File: src/design/assert_macros.svh
// assertion macros shared by the filter rtl
`ifndef ASSERT_MACROS_SVH
`define ASSERT_MACROS_SVH

// condition holds at every clock edge out of reset
`define W3BS_ASSERT(lbl, cond, msg) \
	lbl: assert property (@(posedge clk) disable iff (!arst_n) (cond)) else $error(msg);

// consequent holds whenever the antecedent does
`define W3BS_ASSERT_IMPL(lbl, ante, cons, msg) \
	lbl: assert property (@(posedge clk) disable iff (!arst_n) (ante) |-> (cons)) else $error(msg);

`endif

File: src/design/w3bs_pkg.sv
// shared types and constants of the 3x3 window filter
`timescale 1ns / 1ps
package w3bs_pkg;
	localparam int MAX_SIDE_DEF = 1024;
	localparam int CFG_W = 11;
	localparam int SIDE_RESET = 3;
	localparam int MIN_SIDE = 3;
	localparam int PIX_W = 24;
	localparam int RECIP9 = 3641;
	localparam int SHIFT9 = 15;
	localparam int RECIP7 = 2341;
	localparam int SHIFT7 = 14;

	typedef logic [7:0] chan_t;
	typedef logic [PIX_W-1:0] pix_t;
	typedef logic [8:0][PIX_W-1:0] win_t;
	typedef logic [8:0][7:0] win_ch_t;

	typedef enum logic [1:0] {
		MODE_BOX = 2'd0,
		MODE_TRIM = 2'd1,
		MODE_SHARP = 2'd2
	} mode_t;

	typedef enum logic {
		CFG_SIDE = 1'b0,
		CFG_MODE = 1'b1
	} cfg_idx_t;

	typedef struct packed {
		logic load_s4;
		logic load_s5;
		logic interior;
		logic [1:0] mode;
	} lane_ctl_t;
endpackage

File: src/design/w3bs_lane.sv
// one color channel lane: window sums, reciprocal divide, sharpen and clamp
`timescale 1ns / 1ps
module w3bs_lane (
	input  logic                  clk,
	input  w3bs_pkg::lane_ctl_t   ctl,
	input  w3bs_pkg::win_ch_t     ch,
	input  logic [3:0]            lo,
	input  logic [3:0]            hi,
	output w3bs_pkg::chan_t       res
);
	typedef enum logic [1:0] {OP_PASS, OP_DIV9, OP_DIV7, OP_SHARP} op_t;

	op_t                op, op_s4;
	logic [11:0]        sum9, trim, num, num_s4, c10;
	logic signed [12:0] sharp, sharp_s4;
	logic [7:0]         cen_s4, res_n;
	logic [11:0]        recip;
	logic [23:0]        prod;

	always_comb begin
		sum9 = '0;
		for (int i = 0; i < 9; i++) begin
			sum9 = sum9 + 12'(ch[i]);
		end
		trim = sum9 - 12'(ch[lo]) - 12'(ch[hi]);
		c10 = {1'b0, ch[4], 3'b000} + {3'b000, ch[4], 1'b0};
		sharp = $signed({1'b0, c10}) - $signed({1'b0, sum9});
		if (!ctl.interior) begin
			op = OP_PASS;
		end else begin
			case (w3bs_pkg::mode_t'(ctl.mode))
				w3bs_pkg::MODE_TRIM:  op = OP_DIV7;
				w3bs_pkg::MODE_SHARP: op = OP_SHARP;
				default:              op = OP_DIV9;
			endcase
		end
		num = (op == OP_DIV7) ? trim : sum9;
	end

	always_ff @(posedge clk) begin
		if (ctl.load_s4) begin
			op_s4 <= op;
			num_s4 <= num;
			sharp_s4 <= sharp;
			cen_s4 <= ch[4];
		end
		if (ctl.load_s5) begin
			res <= res_n;
		end
	end

	always_comb begin
		recip = (op_s4 == OP_DIV7) ? 12'(w3bs_pkg::RECIP7) : 12'(w3bs_pkg::RECIP9);
		prod = 24'(num_s4) * 24'(recip);
		case (op_s4)
			OP_PASS:  res_n = cen_s4;
			OP_DIV7:  res_n = prod[w3bs_pkg::SHIFT7+7:w3bs_pkg::SHIFT7];
			OP_SHARP: begin
				if (sharp_s4 < 0) begin
					res_n = 8'd0;
				end else if (sharp_s4 > 13'sd255) begin
					res_n = 8'd255;
				end else begin
					res_n = sharp_s4[7:0];
				end
			end
			default:  res_n = prod[w3bs_pkg::SHIFT9+7:w3bs_pkg::SHIFT9];
		endcase
	end
endmodule

File: config.mk
export PLATFORM = sky130hd
export DESIGN_NAME = w3bs_lane
export DESIGN_NICKNAME = d
export VERILOG_FILES = /design/src/design/assert_macros.svh /design/src/design/w3bs_pkg.sv /design/src/design/w3bs_lane.sv
export SDC_FILE = /design/constraint.sdc
export NUM_CORES = 1
export LEC_CHECK = 0
export BUFFER_PORTS_ARGS = -buffer_cell sky130_fd_sc_hd__buf_2
export CORE_ASPECT_RATIO = 1.4
export CORE_MARGIN = 2
export CORE_UTILIZATION = 67
export CTS_CLUSTER_SIZE = 28
export DETAILED_ROUTE_END_ITERATION = 7
export PLACE_DENSITY = 0.89
export SLEW_MARGIN = 25
export SYNTH_ARGS = -nofsm -noshare
export SYNTH_HDL_FRONTEND = slang
export SYNTH_SLANG_ARGS = --single-unit
File: constraint.sdc
create_clock -name clk -period 11.15 [get_ports clk]
set_input_delay 1.6725 -clock clk [delete_from_list [all_inputs] [get_ports clk]]
set_output_delay 1.6725 -clock clk [all_outputs]
set_load 0.03 [all_outputs]
**Word level (Yosys, flattened, before mapping)**

Index checks and enable logic that the tools add are counted.

- Output and inout bits: 8
- Logic and storage cells: 39
- Input port bits: 86
- Register bits after elaboration: 43

- Multiply operators: 1
- Mux-type cells: 11
- Eq/ne operators: 5
- Magnitude comparators: 4
- Reduce and logical (&&, ||, !) cells: 1
- Add/subtract/negate cells: 12

Operator list:

| cell | number |
|---|---|
| binary-select mux 8 bit (select 4 bit) | 2 |
| adder 12 x 8 -> 12 bit | 4 |
| 2-to-1 mux 8 bit | 4 |
| case mux 8 bit (3 select lines) | 1 |
| subtractor 12 x 8 -> 12 bit | 2 |
| multiplier 12 x 12 -> 23 bit | 1 |
| > comparator 13 x 9 -> 1 bit (second input constant) | 1 |
| less-than comparator 13 x 1 -> 1 bit (second input constant) | 1 |
| subtractor 12 x 12 -> 13 bit | 1 |
| adder 11 x 8 -> 12 bit | 1 |
| adder 11 x 9 -> 12 bit | 1 |
| 2-to-1 mux 12 bit | 1 |
| adder 10 x 8 -> 11 bit | 1 |
| 2-to-1 mux 11 bit | 1 |
| adder 9 x 8 -> 10 bit | 1 |
| less-than comparator 4 x 5 -> 1 bit (second input constant) | 2 |
| adder 8 x 8 -> 9 bit | 1 |
| == test 2 bit (second input constant) | 4 |
| case mux 2 bit (2 select lines) | 1 |
| == test 2 x 1 -> 1 bit (second input constant) | 1 |
| logical NOT 2 bit | 1 |
| 2-to-1 mux 2 bit | 1 |

**Longest topological paths before layout**

- Depth in word-level cells: 11
- Gate-level depth with buffers: 24

**Worst setup path after synthesis**

Ideal clock, no wire load.

- Path type: input -> register
- Start point: in ch[26] (netlist name)
- End point: reg num_s4[11], data pin
- Data arrival time: 6.870 ns
- Stages on the path: 21
- Slack: 4.014 ns
- Required time: 10.885 ns
- Cells stage by stage: inv_1 fa_1 inv_1 fa_1 fa_1 inv_1 fa_1 inv_1 ha_1 fa_1 xnor2_1 fa_1 inv_1 ha_1 and3_1 a221oi_1 a21oi_1 o21ai_0 nand3_1 o211ai_1 nand3_1

- Word-level cells in the longest chain between the ends: 9

RTL lines:

| element | RTL line | text |
|---|---|---|
| start, declared | w3bs_lane.sv:6 | `input w3bs_pkg::win_ch_t ch,` |
| adder 10 x 8 -> 11 bit | w3bs_lane.sv:23 | `sum9 = sum9 + 12'(ch[i]);` |
| adder 11 x 8 -> 12 bit | w3bs_lane.sv:23 |  |
| adder 12 x 8 -> 12 bit (4 in series) | w3bs_lane.sv:23 |  |
| subtractor 12 x 8 -> 12 bit (2 in series) | w3bs_lane.sv:25 | `trim = sum9 - 12'(ch[lo]) - 12'(ch[hi]);` |
| 2-to-1 mux 12 bit (*) | w3bs_lane.sv:37 | `num = (op == OP_DIV7) ? trim : sum9;` |
| via num[11] | w3bs_lane.sv:14 | `logic [11:0] sum9, trim, num, num_s4, c10;` |
| end signal, assigned | w3bs_lane.sv:43 | `num_s4 <= num;` |
| end, declared | w3bs_lane.sv:14 |  |

The timed path passes the listed nets; every way through them passes the cells marked *. The select of a mux whose other input is x is not followed.
A chain may end at the register's enable or synchronous reset.

**Worst setup path in the final report**

- Start point: in ch[34] (netlist name)
- End point: reg num_s4[11], data pin

- Word-level cells in the longest chain between the ends: 8

RTL lines:

| element | RTL line |
|---|---|
| adder 11 x 8 -> 12 bit | w3bs_lane.sv:23 |
| adder 12 x 8 -> 12 bit (4 in series) | w3bs_lane.sv:23 |
| subtractor 12 x 8 -> 12 bit (2 in series) | w3bs_lane.sv:25 |
| 2-to-1 mux 12 bit (*) | w3bs_lane.sv:37 |
| via num[11] | w3bs_lane.sv:14 |

Marks and branches as above.

==> results.toml <==
[outcome]
status = "complete, no violations"

[critical_path]
r2r_slack_ns = 4.50
cp_top_family = "adder cells"
crit_chain = "buf_2 -> inv_1 -> fa_1 -> inv_1 -> fa_1 -> fa_1 -> inv_1 -> fa_1 -> inv_1 -> ha_1 -> fa_1 -> xnor2_1 -> fa_1 -> inv_1 -> ha_1 -> and3_1 -> a221oi_1 -> a21oi_1 -> o21ai_0 -> nand3_1 -> o211ai_1 -> nand3_1"
crit_path_start_kind = "input pin"
rr_worst_depth = 20
cp_common_cell = "fa_1"
cp_num_buf_inv = 6
crit_slowest_cell = "fa_1"
end_kind = "register"
r2r_start = "op_s4[0]"
cp.required_ns = 11.19
r2r-end = "res[2]"
worst-setup-path-type = "input pin to register"
critical-path-max-stage-delay_ns = 0.52
critPathArrivalTime_ns = 7.52
critPathMaxFanout = 6

[floorplanning]
core_area_um2 = 12800
die_h_um = 139
die_x_um = 100
die_area_um2 = 13900
placementRows = 49
initial_utilization_pct = 68.0
io_pins = 94

[clock_tree]
clkSinkCount = 43
cts-buffers-inserted = 5
post_cts_resized = 0
clkLatencyLatePin_ns = 0.29
root_buffer = "clkbuf_16"
cts-htree-levels = 2
clkTransAtPathRegs_ns = 0.07
cts_setup_buffers = 0
cts_tree = "done"
cts_buffer_depth = 2
postCtsHoldBufs = 0

[drt]
drt-wirelength-per-cell_um = 18.6
avgViaCountPerCell = 6.20
dr.pass1.iters = 7
drt_wl_total_mm = 20.2
drc = 0
vias = 6716
drtIter0Drc = 379
ant_nets = 0

[final_layout]
num-fill-cells = 830
drive_gt1_share_pct = 15.9
nNetsFinal = 1242
multi_input_area_um2 = 6570
syn2layout_area_growth_pct = 8.92
regArea_um2 = 1290
antenna_cells = 0

[logic_synthesis]
synth.top_cell.area_share_pct = 27.9
synthArstFlopShare_pct = 0
avgSynthCellArea_um2 = 10.2
yosysMostFrequentCell = "inv_1"
synth_warnings = 0
synth_edf_count = 43
synth-seq-cells = 43
yosysSeqAreaShare_pct = 14.9
syn_inst = 846
synth_nets = 1159
netlist_top_cells_count = "inv_1, fa_1, ha_1"
syn-cell-area_um2 = 8670
synth_area_leader_cell = "fa_1"
ys.flop_type = "edfxtp_1"
ys_types = 59
synth_area_leaders = "fa_1, ha_1, edfxtp_1, mux4_2, inv_1"

[global_route]
antenna_found_initial = 0
grt_util_met1_pct = 32.0
grt_busiest_layer = "met2"
grt_pass1_vias = 7324
grt_util_met2_pct = 56.6
grt_max_degree = 36
overflow = 0
grt_pass1_wl_mm = 33.0
grt_use_met3_pct = 2.52
grt_util_all_layers_pct = 30.1

[place]
hpwl_mm = 17.5
gp_congestion = 0.893
port-buffer-count = 93

[timing]
slew_violations = 0
tns_ns = 0
setup_violations = 0
skew_ns = 0.00782
post-route-min-period_ns = 7.48
hold_viol_final = 0
fmax_ghz = 0.134
worst_slew_pin_slew_ns = 0.794
fin_crit_sh_pct = 67.0
slew_headroom_pct = 46.9
rsz0062_at_grt = "no"

[min_path]
hold_class = "register to register"
worstHoldPathCells = 2
worstHoldEndpoint = "res[5]"
hold_path_startpoint = "cen_s4[5]"

[run]
maxCapViolations = 0
worst max-delay path by stage:
stage                 from          to  depth (start not counted)
finish              ch[34]  num_s4[11]                         22
global route        ch[34]  num_s4[11]                         22
CTS                 ch[34]  num_s4[11]                         22
detailed placement  ch[34]  num_s4[11]                         22
global placement    ch[34]  num_s4[11]                         22
floorplan           ch[26]  num_s4[11]                         21
cell families after synthesis:
family	after synthesis	share of synthesized area [%]
buf+inv	215	9.35
simple gates	139	7.97
fa+ha+maj	227	43.2
flops	43	14.9
other cells	1	0.0433
compound gates	135	10.2
mux	57	11.4
xor+xnor	29	2.93
worst reg2reg max path, cell delays in order, from the launching register on:
cell and delay (ns):
edfxtp_1 0.65, inv_1 0.43, nand2_1 0.35, and2_1 0.32, fa_1 0.56, inv_1 0.08, fa_1 0.45, fa_1 0.55
inv_1 0.05, fa_1 0.50, inv_1 0.05, fa_1 0.47, inv_1 0.04, ha_1 0.34, and4_1 0.23, nand2_1 0.07
a21oi_1 0.05, a211o_1 0.40, a21oi_2 0.19, xnor2_1 0.10, mux4_2 0.48
placed cells by master (no fill, tap or decap), types with 4 or more instances in the layout:
master     count
a21o_1        11
a211oi_1       4
o21ai_0       33
edfxtp_1      43
and2_1        10
a21bo_2        4
mux4_2        33
xnor2_1       17
nor3_1         5
nor2_1        37
nand2_1       38
a31oi_1        4
buf_2         93
o31ai_1        4
mux2i_1       22
ha_1         106
a21oi_1       35
xor2_1        12
clkbuf_16      5
o21a_1         8
nand3_1        7
fa_1         121
and3_1        14
inv_1        194
nand2b_1       5
nor2b_1        8
o21bai_1       6
o211ai_1       4
state kept, by name, summed over array words and instances (netlist names):
name and count:
op_s4 2, cen_s4 8, res 8, sharp_s4 13, num_s4 12
metrics by stage:
| step | worst slack (ns) | hold WS, ns | util, % | instances | instance area (µm²) |
|---|---|---|---|---|---|
| floorplan | 4.01 | 0.601 | - | 846 | 8670 |
| global placement | 3.59 | 0.650 | 72.7 | 1075 | 9270 |
| detailed placement | 3.38 | 0.654 | 72.7 | 1075 | 9270 |
| CTS | 3.70 | 0.674 | 74.0 | 1083 | 9440 |
| global route | 3.30 | 0.720 | 74.0 | 1083 | 9440 |
| finish | 3.67 | 0.671 | 74.0 | 1083 | 9440 |
cell type report:
cell class	instances	area share, %
multi-input combinational	588	69.5
sequential	43	13.7
inverter	195	7.75
timing repair buffer	96	5.17
tap	153	2.03
clock buffer	5	1.33
clock inverter	3	0.504
layer usage:
metal	part of all wire (%)	wire length, µm
met5	0	0
met2	56	11400
met4	6.4	1300
met3	3.8	758
met1	33	6730
Power is left out: the tool's default activity adds up to more than one toggle a clock period on the data nets, which glitch-free logic cannot reach.
