[src/design/assert_macros.svh]
// assertion macros shared by the filter rtl
`ifndef ASSERT_MACROS_SVH
`define ASSERT_MACROS_SVH

// condition holds at every clock edge out of reset
`define W3BS_ASSERT(lbl, cond, msg) \
	lbl: assert property (@(posedge clk) disable iff (!arst_n) (cond)) else $error(msg);

// consequent holds whenever the antecedent does
`define W3BS_ASSERT_IMPL(lbl, ante, cons, msg) \
	lbl: assert property (@(posedge clk) disable iff (!arst_n) (ante) |-> (cons)) else $error(msg);

`endif

[src/design/w3bs_pkg.sv]
// shared types and constants of the 3x3 window filter
`timescale 1ns / 1ps
package w3bs_pkg;
	localparam int MAX_SIDE_DEF = 1024;
	localparam int CFG_W = 11;
	localparam int SIDE_RESET = 3;
	localparam int MIN_SIDE = 3;
	localparam int PIX_W = 24;
	localparam int RECIP9 = 3641;
	localparam int SHIFT9 = 15;
	localparam int RECIP7 = 2341;
	localparam int SHIFT7 = 14;

	typedef logic [7:0] chan_t;
	typedef logic [PIX_W-1:0] pix_t;
	typedef logic [8:0][PIX_W-1:0] win_t;
	typedef logic [8:0][7:0] win_ch_t;

	typedef enum logic [1:0] {
		MODE_BOX = 2'd0,
		MODE_TRIM = 2'd1,
		MODE_SHARP = 2'd2
	} mode_t;

	typedef enum logic {
		CFG_SIDE = 1'b0,
		CFG_MODE = 1'b1
	} cfg_idx_t;

	typedef struct packed {
		logic load_s4;
		logic load_s5;
		logic interior;
		logic [1:0] mode;
	} lane_ctl_t;
endpackage

[src/design/w3bs_ext.sv]
// darkest and brightest pixel search over the 3x3 window
`timescale 1ns / 1ps
module w3bs_ext (
	input  w3bs_pkg::win_t win,
	output logic [3:0]     lo,
	output logic [3:0]     hi
);
	always_comb begin
		logic [9:0] s;
		logic [9:0] vmin;
		logic [9:0] vmax;
		vmin = 10'(win[0][7:0]) + 10'(win[0][15:8]) + 10'(win[0][23:16]);
		vmax = vmin;
		lo = 4'd0;
		hi = 4'd0;
		for (int i = 1; i < 9; i++) begin
			s = 10'(win[i][7:0]) + 10'(win[i][15:8]) + 10'(win[i][23:16]);
			if (s <= vmin) begin
				vmin = s;
				lo = 4'(i);
			end else if (s > vmax) begin
				vmax = s;
				hi = 4'(i);
			end
		end
	end
endmodule

[config.mk]
export PLATFORM = sky130hd
export DESIGN_NAME = w3bs_ext
export DESIGN_NICKNAME = d
export VERILOG_FILES = /design/src/design/assert_macros.svh /design/src/design/w3bs_pkg.sv /design/src/design/w3bs_ext.sv
export SDC_FILE = /design/constraint.sdc
export NUM_CORES = 1
export LEC_CHECK = 0
export ABC_AREA = 1
export BUFFER_PORTS_ARGS = -buffer_cell sky130_fd_sc_hd__buf_2
export CAP_MARGIN = 15
export CORE_ASPECT_RATIO = 1.5
export CORE_MARGIN = 1.5
export CORE_UTILIZATION = 60
export DETAILED_ROUTE_END_ITERATION = 8
export GPL_TIMING_DRIVEN = 0
export PLACE_DENSITY_LB_ADDON = 0.3
export SETUP_SLACK_MARGIN = 0.3
export SYNTH_ARGS = -nofsm -noshare
export SYNTH_HDL_FRONTEND = slang
export SYNTH_SLANG_ARGS = --single-unit
[constraint.sdc]
create_clock -name vclk -period 33.3
set_clock_uncertainty 0.15 [all_clocks]
set_input_delay 0 -clock vclk [all_inputs]
set_output_delay 0 -clock vclk [all_outputs]
set_load 0.01 [all_outputs]
== After elaboration in Yosys (flattened, before gate mapping) ==
Index checks and enable logic that the tools add are counted.

* Flip-flop bits (word level): 0
* Output and inout port bits: 8
* Word-level logic and storage cells: 79

* $add $sub $neg: 18
* $lt $le $gt $ge: 16
* Multiplexer cells: 45

{| class="wikitable"
|+ Operators with widths
! kind !! number
|-
| two-way mux 10 bit || 21
|-
| adder 9 x 8 -> 10 bit || 9
|-
| two-way mux 4 bit || 21
|-
| adder 8 x 8 -> 9 bit || 9
|-
| > comparator 10 bit || 8
|-
| <= comparator 10 bit || 8
|-
| two-way mux 1 bit || 3
|}

== Logic depth before layout (Yosys ltp) ==
Gate-level depths: netlist of run 1.

* Depth after elaboration: 26
* Depth in mapped cells: 107
* Gate-level depth less buffers: 102

== Least setup slack after synthesis of run 1 ==
Ideal clock, no wire load.

* Path type: input-to-output
* Start: in win[1] (netlist name)
* End: out hi[1]
* Arrival time: 12982 ps
* Path slack: 20168 ps
* Stages on the path: 89
* Cell sequence: inv_1 > fa_1 > inv_1 > ha_1 > fa_1 > nand2_1 > nand2_1 > nand3_1 > nand2_1 > nand2_1 > a21oi_1 > inv_1 > ha_1 > inv_1 > o21bai_1 > nor2_1 > nand3_2 > nand2_2 > [53 not listed] > o21ai_0 > ha_1 > a21oi_1 > nor2_1 > a2111oi_0 > a32o_1 > inv_1 > nand3_1 > clkbuf_1 > o21ai_1 > ha_1 > nand2_1 > nor2_1 > nand4_1 > o211ai_1 > nand3_1 > a21oi_1 > a31oi_1

* Word-level cells in the longest chain between the ends: 26

{| class="wikitable"
|+ Ends and longest elaborated chain
! element !! line !! source
|-
| from (decl) || w3bs_ext.sv:4 || <nowiki>input w3bs_pkg::win_t win,</nowiki>
|-
| adder 8 x 8 -> 9 bit * || w3bs_ext.sv:12 || <nowiki>vmin = 10'(win[0][7:0]) + 10'(win[0][15:8]) + 10'(win[0][23:16]);</nowiki>
|-
| adder 9 x 8 -> 10 bit * || w3bs_ext.sv:12 ||
|-
| > comparator 10 bit || w3bs_ext.sv:21 || <nowiki>end else if (s > vmax) begin</nowiki>
|-
| two-way mux 10 bit || w3bs_ext.sv:21 ||
|-
| two-way mux 10 bit || w3bs_ext.sv:18 || <nowiki>if (s <= vmin) begin</nowiki>
|-
| > comparator 10 bit || w3bs_ext.sv:21 ||
|-
| two-way mux 10 bit || w3bs_ext.sv:21 ||
|-
| two-way mux 10 bit || w3bs_ext.sv:18 ||
|-
| [10 not listed] || -- ||
|-
| two-way mux 10 bit || w3bs_ext.sv:21 ||
|-
| two-way mux 10 bit || w3bs_ext.sv:18 ||
|-
| > comparator 10 bit || w3bs_ext.sv:21 ||
|-
| two-way mux 10 bit || w3bs_ext.sv:21 ||
|-
| two-way mux 10 bit || w3bs_ext.sv:18 ||
|-
| > comparator 10 bit || w3bs_ext.sv:21 ||
|-
| two-way mux 4 bit || w3bs_ext.sv:21 ||
|-
| two-way mux 4 bit * || w3bs_ext.sv:18 ||
|-
| to (decl) || w3bs_ext.sv:6 || <nowiki>output logic [3:0] hi</nowiki>
|}

Every way passes the cells marked *; elsewhere a longest branch is shown, timed or not.

== Final worst setup path of run 1 ==
* Start: in win[25] (netlist name)
* End: out hi[2]

* Word-level cells in the longest chain between the ends: 26

{| class="wikitable"
|+ Ends and longest elaborated chain
! element !! line !! source
|-
| adder 8 x 8 -> 9 bit * || w3bs_ext.sv:17 || <nowiki>s = 10'(win[i][7:0]) + 10'(win[i][15:8]) + 10'(win[i][23:16]);</nowiki>
|-
| adder 9 x 8 -> 10 bit * || w3bs_ext.sv:17 ||
|-
| > comparator 10 bit || w3bs_ext.sv:21 ||
|-
| two-way mux 10 bit || w3bs_ext.sv:21 ||
|-
| two-way mux 10 bit || w3bs_ext.sv:18 ||
|-
| > comparator 10 bit || w3bs_ext.sv:21 ||
|-
| two-way mux 10 bit || w3bs_ext.sv:21 ||
|-
| two-way mux 10 bit || w3bs_ext.sv:18 ||
|-
| [10 not listed] || -- ||
|-
| two-way mux 10 bit || w3bs_ext.sv:21 ||
|-
| two-way mux 10 bit || w3bs_ext.sv:18 ||
|-
| > comparator 10 bit || w3bs_ext.sv:21 ||
|-
| two-way mux 10 bit || w3bs_ext.sv:21 ||
|-
| two-way mux 10 bit || w3bs_ext.sv:18 ||
|-
| > comparator 10 bit || w3bs_ext.sv:21 ||
|-
| two-way mux 4 bit || w3bs_ext.sv:21 ||
|-
| two-way mux 4 bit * || w3bs_ext.sv:18 ||
|}

Marks and branches as above.

==> out/summary.txt, run 1 <==
Status - complete, no violations
Post-Syn Nets - 1,875
Mux contribution to synthesized area - 0%
Fmax - 59.65 MHz
Drt wl/cell - 13.99 um
CP Capture Point - hi[2]
RSZ-0062 raised after global routing - no
Critical Path Max Stage Delay - 0.46 ns
Commonest cells after routing, fill and taps aside - nand2_1, buf_2, ha_1, inv_1, o21ai_0
First-pass GRT wire length - 41,150 um
Drt drc - 0
Ranking of synthesized cells by area - ha_1, fa_1, nand2_1, inv_1, o21ai_0
CP arrival - 16.61 ns
Post-synthesis adder-cell area fraction - 44.83%
Yosys cell types - 42
Vias in the first global route - 9,923
Antenna cell count - 0
Critical Path Fanout Max - 10
Post-CTS Setup Bufs - 0
Largest family of logic cells by synthesized area - adder cells
Post-synthesis simple-gate area fraction - 24.12%
Initial antenna violation count - 0
Clock buffers - 0
Final GP Congestion - 0.9511
Crit-path leading delay family - compound AO/OA/AOI/OAI gates
Syn avg cell area - 6.801 um2
Setup CP Type - in2out
Worst EP required - 33.15 ns
Max_slew headroom - 63.84%
Critical Path Start Type - input pin
Critical path's slowest cell - fa_1
Area delta synth->final - 14.67%
Site Rows - 55
Height of the die - 155.8 um
FF+latch area - 0 um2
Detailed Place HPWL - 22,950 um
Synth Warn # - 0
CP Buf/Inv Count - 21
Total number of vias - 10,100
Share of cells above drive strength 1 - 16.78%
Final hold vios - 0
I/O pins - 224
Core box area - 15,140 um2
I/O Buffers - 224
Max-slew violations - 0
Synth top area share - 27.47%
Num sequential - 0
Post-Syn Instances - 1,373
Routed Antenna Nets - 0
Via-to-Cell Ratio - 5.624
Final #Nets - 2,101
Die width - 104.9 um
Class of the worst hold path - in2out
Worst slew pin tran - 0.5406 ns
Post-CTS Hold Buffers - 0
Largest net degree at the start of global routing - 11
Final Critical Period - 16.76 ns
Final setup vio count - 0
Commonest non-fill, non-tap cell in the layout - nand2_1
Gr usage total - 30.15%
Critical Path Stages - 89
Final WL - 25,130 um
First-pass DRT Iterations - 6
Die footprint - 16,340 um2
Synth area leader - ha_1
Initial core utilization - 61.68%
Seq/Total Area, Yosys - 0%
Post-Synthesis Cell Area - 9338 um2
Xor/xnor cell area share of the yosys netlist - 4.502%
Crit share post-route - 50.34%
Compound-Gate Fraction of Synth Area - 17.42%
Crit. End Element - output pin
Post-route setup TNS - 0 ns
GRT overflow - 0
MaxCap Viol Count - 0
Cts repair resizes - 0
Starting DRT DRC Count - 425
Crit path from - win[25]
==> Yosys cell counts, drive strengths merged <==
master and n:
nand2 328, ha 205, inv 195, o21ai 144, a21oi 95, fa 81, nand3 79, nor2 77
xor2 42, o21bai 28, nand4 22, clkbuf 18, a31oi 8, buf 8, xnor2 6, a21o 5
and2 5, a211oi 3, nor3 3, nor4 3, o211ai 3, o21a 3, a2111oi 2, a221oi 2
and3 2, clkinv 2, a32o 1, o2111ai 1, or2 1, or4 1
==> stage by stage <==
| step | std cells | hold WS, ns | cell area [um2] | setup slack, ns | utilization [%] |
|---|---|---|---|---|---|
| floorplan | 1373 | 0.4048 | 9338 | 20.17 | - |
| global placement | 1796 | 0.6927 | 10710 | 17.02 | 70.73 |
| detailed placement | 1796 | 0.7120 | 10710 | 16.98 | 70.73 |
| CTS | 1796 | 0.7137 | 10710 | 16.94 | 70.73 |
| global route | 1796 | 0.7544 | 10710 | 15.10 | 70.73 |
| finish | 1796 | 0.7090 | 10710 | 16.54 | 70.73 |
==> tightest hold or removal path: cells and delay by family <==
family / cells / cell delay, ns
buffers and inverters: 3 / 0.30
adder cells (fa/ha/maj): 2 / 0.42
AO/OA/AOI/OAI: 1 / 0.13
==> routing by layer <==
layer | global-route usage [%] | wire length, um
met1 | 30.60 | 8920
met2 | 61.66 | 13890
met4 | 15.00 | 1336
met3 | 0.9190 | 989
met5 | 0 | 0
==> final cells by class <==
cell class,count,area (um2)
plain buffers,26,112.6
inverters,197,739.5
multi-input cells,1150,8486
repair buffers,224,1121
well taps,199,249.0
fillers,1396,4432
==> logic make-up (layout without fill, tap and decap cells) <==
kind of cell             Yosys count  after routing
AND/OR/NAND/NOR                  521            521
XOR/XNOR                          48             48
AO/OA/AOI/OAI                    295            295
adder cells (fa/ha/maj)          286            286
buffers and inverters            223            447
==> how the worst min path moves through the flow <==
stage,end,cells past startpoint,startpoint,slack (ns)
floorplan,hi[3],4,win[208],0.40
global placement,hi[3],6,win[208],0.69
detailed placement,hi[3],6,win[208],0.71
CTS,hi[3],6,win[208],0.71
global route,hi[3],6,win[208],0.75
finish,hi[3],6,win[208],0.71
Power of run 1 is not shown: default switching activity piles up to over one toggle a cycle in this logic, so the estimate is an artifact.
==> run 2: changes to the inputs <==
- CORE_UTILIZATION: 60 -> 52
- clock period: 33.3 -> 14.9 ns (I/O delays scaled with it)
==> run 2 against run 1 <==
  * The flow now finishes with violations (design-rule violations)
  * Utilization down 2.1 points
  * Worst hold slack worse by 0.0045 ns
  * Setup slack worse by 16 ns
  * Largest cell class unchanged
==> out/summary.txt, run 2 (synthesis gave the netlist of run 1 again) <==
Height of the die - 167.1 um
Via-to-Cell Ratio - 5.699
Max-slew violations - 0
Largest net degree at the start of global routing - 11
Cell mode on critical path - nand2_2
Site Rows - 59
Crit share post-route - 95.45%
Placed cells - 1,810
Worst slew pin tran - 0.6574 ns
Status - finished, violations left
Critical Path Max Stage Delay - 0.56 ns
CP arrival - 14.07 ns
Final #Nets - 2,167
I/O Buffers - 224
Worst EP required - 14.75 ns
Vias in the first global route - 10,200
Crit. End Element - output pin
Drt drc - 11
Gr usage total - 27.09%
FF+latch area - 0 um2
Num sequential - 0
Post-CTS Hold Buffers - 0
Drt wl/cell - 15.06 um
Max_slew headroom - 56.02%
Fmax - 70.31 MHz
Critical path's slowest cell - fa_1
MaxCap Viol Count - 0
Clock buffers - 0
Commonest non-fill, non-tap cell in the layout - nand2_1
Final hold vios - 0
Antenna cell count - 0
Commonest cells after routing, fill and taps aside - nand2_1, buf_2, ha_1, inv_1, a21oi_1
Critical Path Fanout Max - 8
CP Buf/Inv Count - 22
Die width - 112.4 um
Share of cells above drive strength 1 - 29.16%
Area delta synth->final - 28.65%
First-pass GRT wire length - 42,750 um
Core box area - 17,500 um2
Setup CP Type - in2out
Final WL - 28,260 um
Initial core utilization - 53.37%
Failing checks - design-rule violations
Crit-path leading delay family - simple AND/OR/NAND/NOR gates
Die footprint - 18,790 um2
Final setup vio count - 0
I/O pins - 224
Fill count - 1,520
Class of the worst hold path - in2out
Critical Path Start Type - input pin
Layout Cells excl Fill - 1,876
GRT overflow - 0
Final Critical Period - 14.22 ns
Starting DRT DRC Count - 544
Initial antenna violation count - 0
Routed Antenna Nets - 0
Detailed Place HPWL - 23,340 um
First-pass DRT Iterations - 8
Final GP Congestion - 1.011
Total number of vias - 10,690
run 2: cell count changes in the layout (fill, tap and decap cells not counted), moves of 17 or more:
cell / before / now
buf_4: 1 / 62
o21ai_2: 0 / 37
buf_6: 1 / 18
clkbuf_1: 18 / 1
nand2_1: 308 / 281
o21ai_0: 139 / 72
nand2_2: 18 / 43
o21ai_1: 5 / 33
run 2: layout make-up:
class	count	area, um2	share of cell area (%)
buffer	26	264.0	2.198
inverter	197	744.5	6.197
multi-input combinational	1150	9111	75.85
tap	213	266.5	2.219
timing repair buffer	290	1627	13.54
run 2: layer usage:
layer | vias up | wire length (um) | GRT usage [%] | share of wire [%]
li1 | 5175 | - | - | -
met5 | - | 0 | 0 | 0
met2 | 418 | 15260 | 54.44 | 54
met3 | 145 | 1163 | 0.7600 | 4.1
met4 | 0 | 2073 | 15.96 | 7.3
met1 | 4954 | 9761 | 27.22 | 35
run 2: final timing paths:
kind	slack, ns	from	end	cells after the start
setup / recovery	0.68	win[17]	hi[1]	96
hold / removal	0.70	win[208]	hi[3]	6
run 2: through the flow:
step                setup slack, ns  instance area, um2  util (%)  setup TNS (ns)  hold WS (ns)
global route                -0.1137               12010     68.66         -0.3490        0.7329
detailed placement           -1.535               10730     61.30          -10.16        0.7462
global placement             -1.397               10730     61.30          -8.688        0.7407
floorplan                     1.768                9338         -               0        0.4048
CTS                          0.3162               10980     62.75               0        0.7007
finish                       0.6778               12010     68.66               0        0.7045
run 2: repair_timing:
action | CTS | global route
endpoints found under the setup margin | 8 | 8
buffers inserted | 10 | 50
pin swaps | 12 | 102
gates cloned | 3 | 3
gates resized for setup | 77 | 239
Power of run 2 is left out for the same reason.
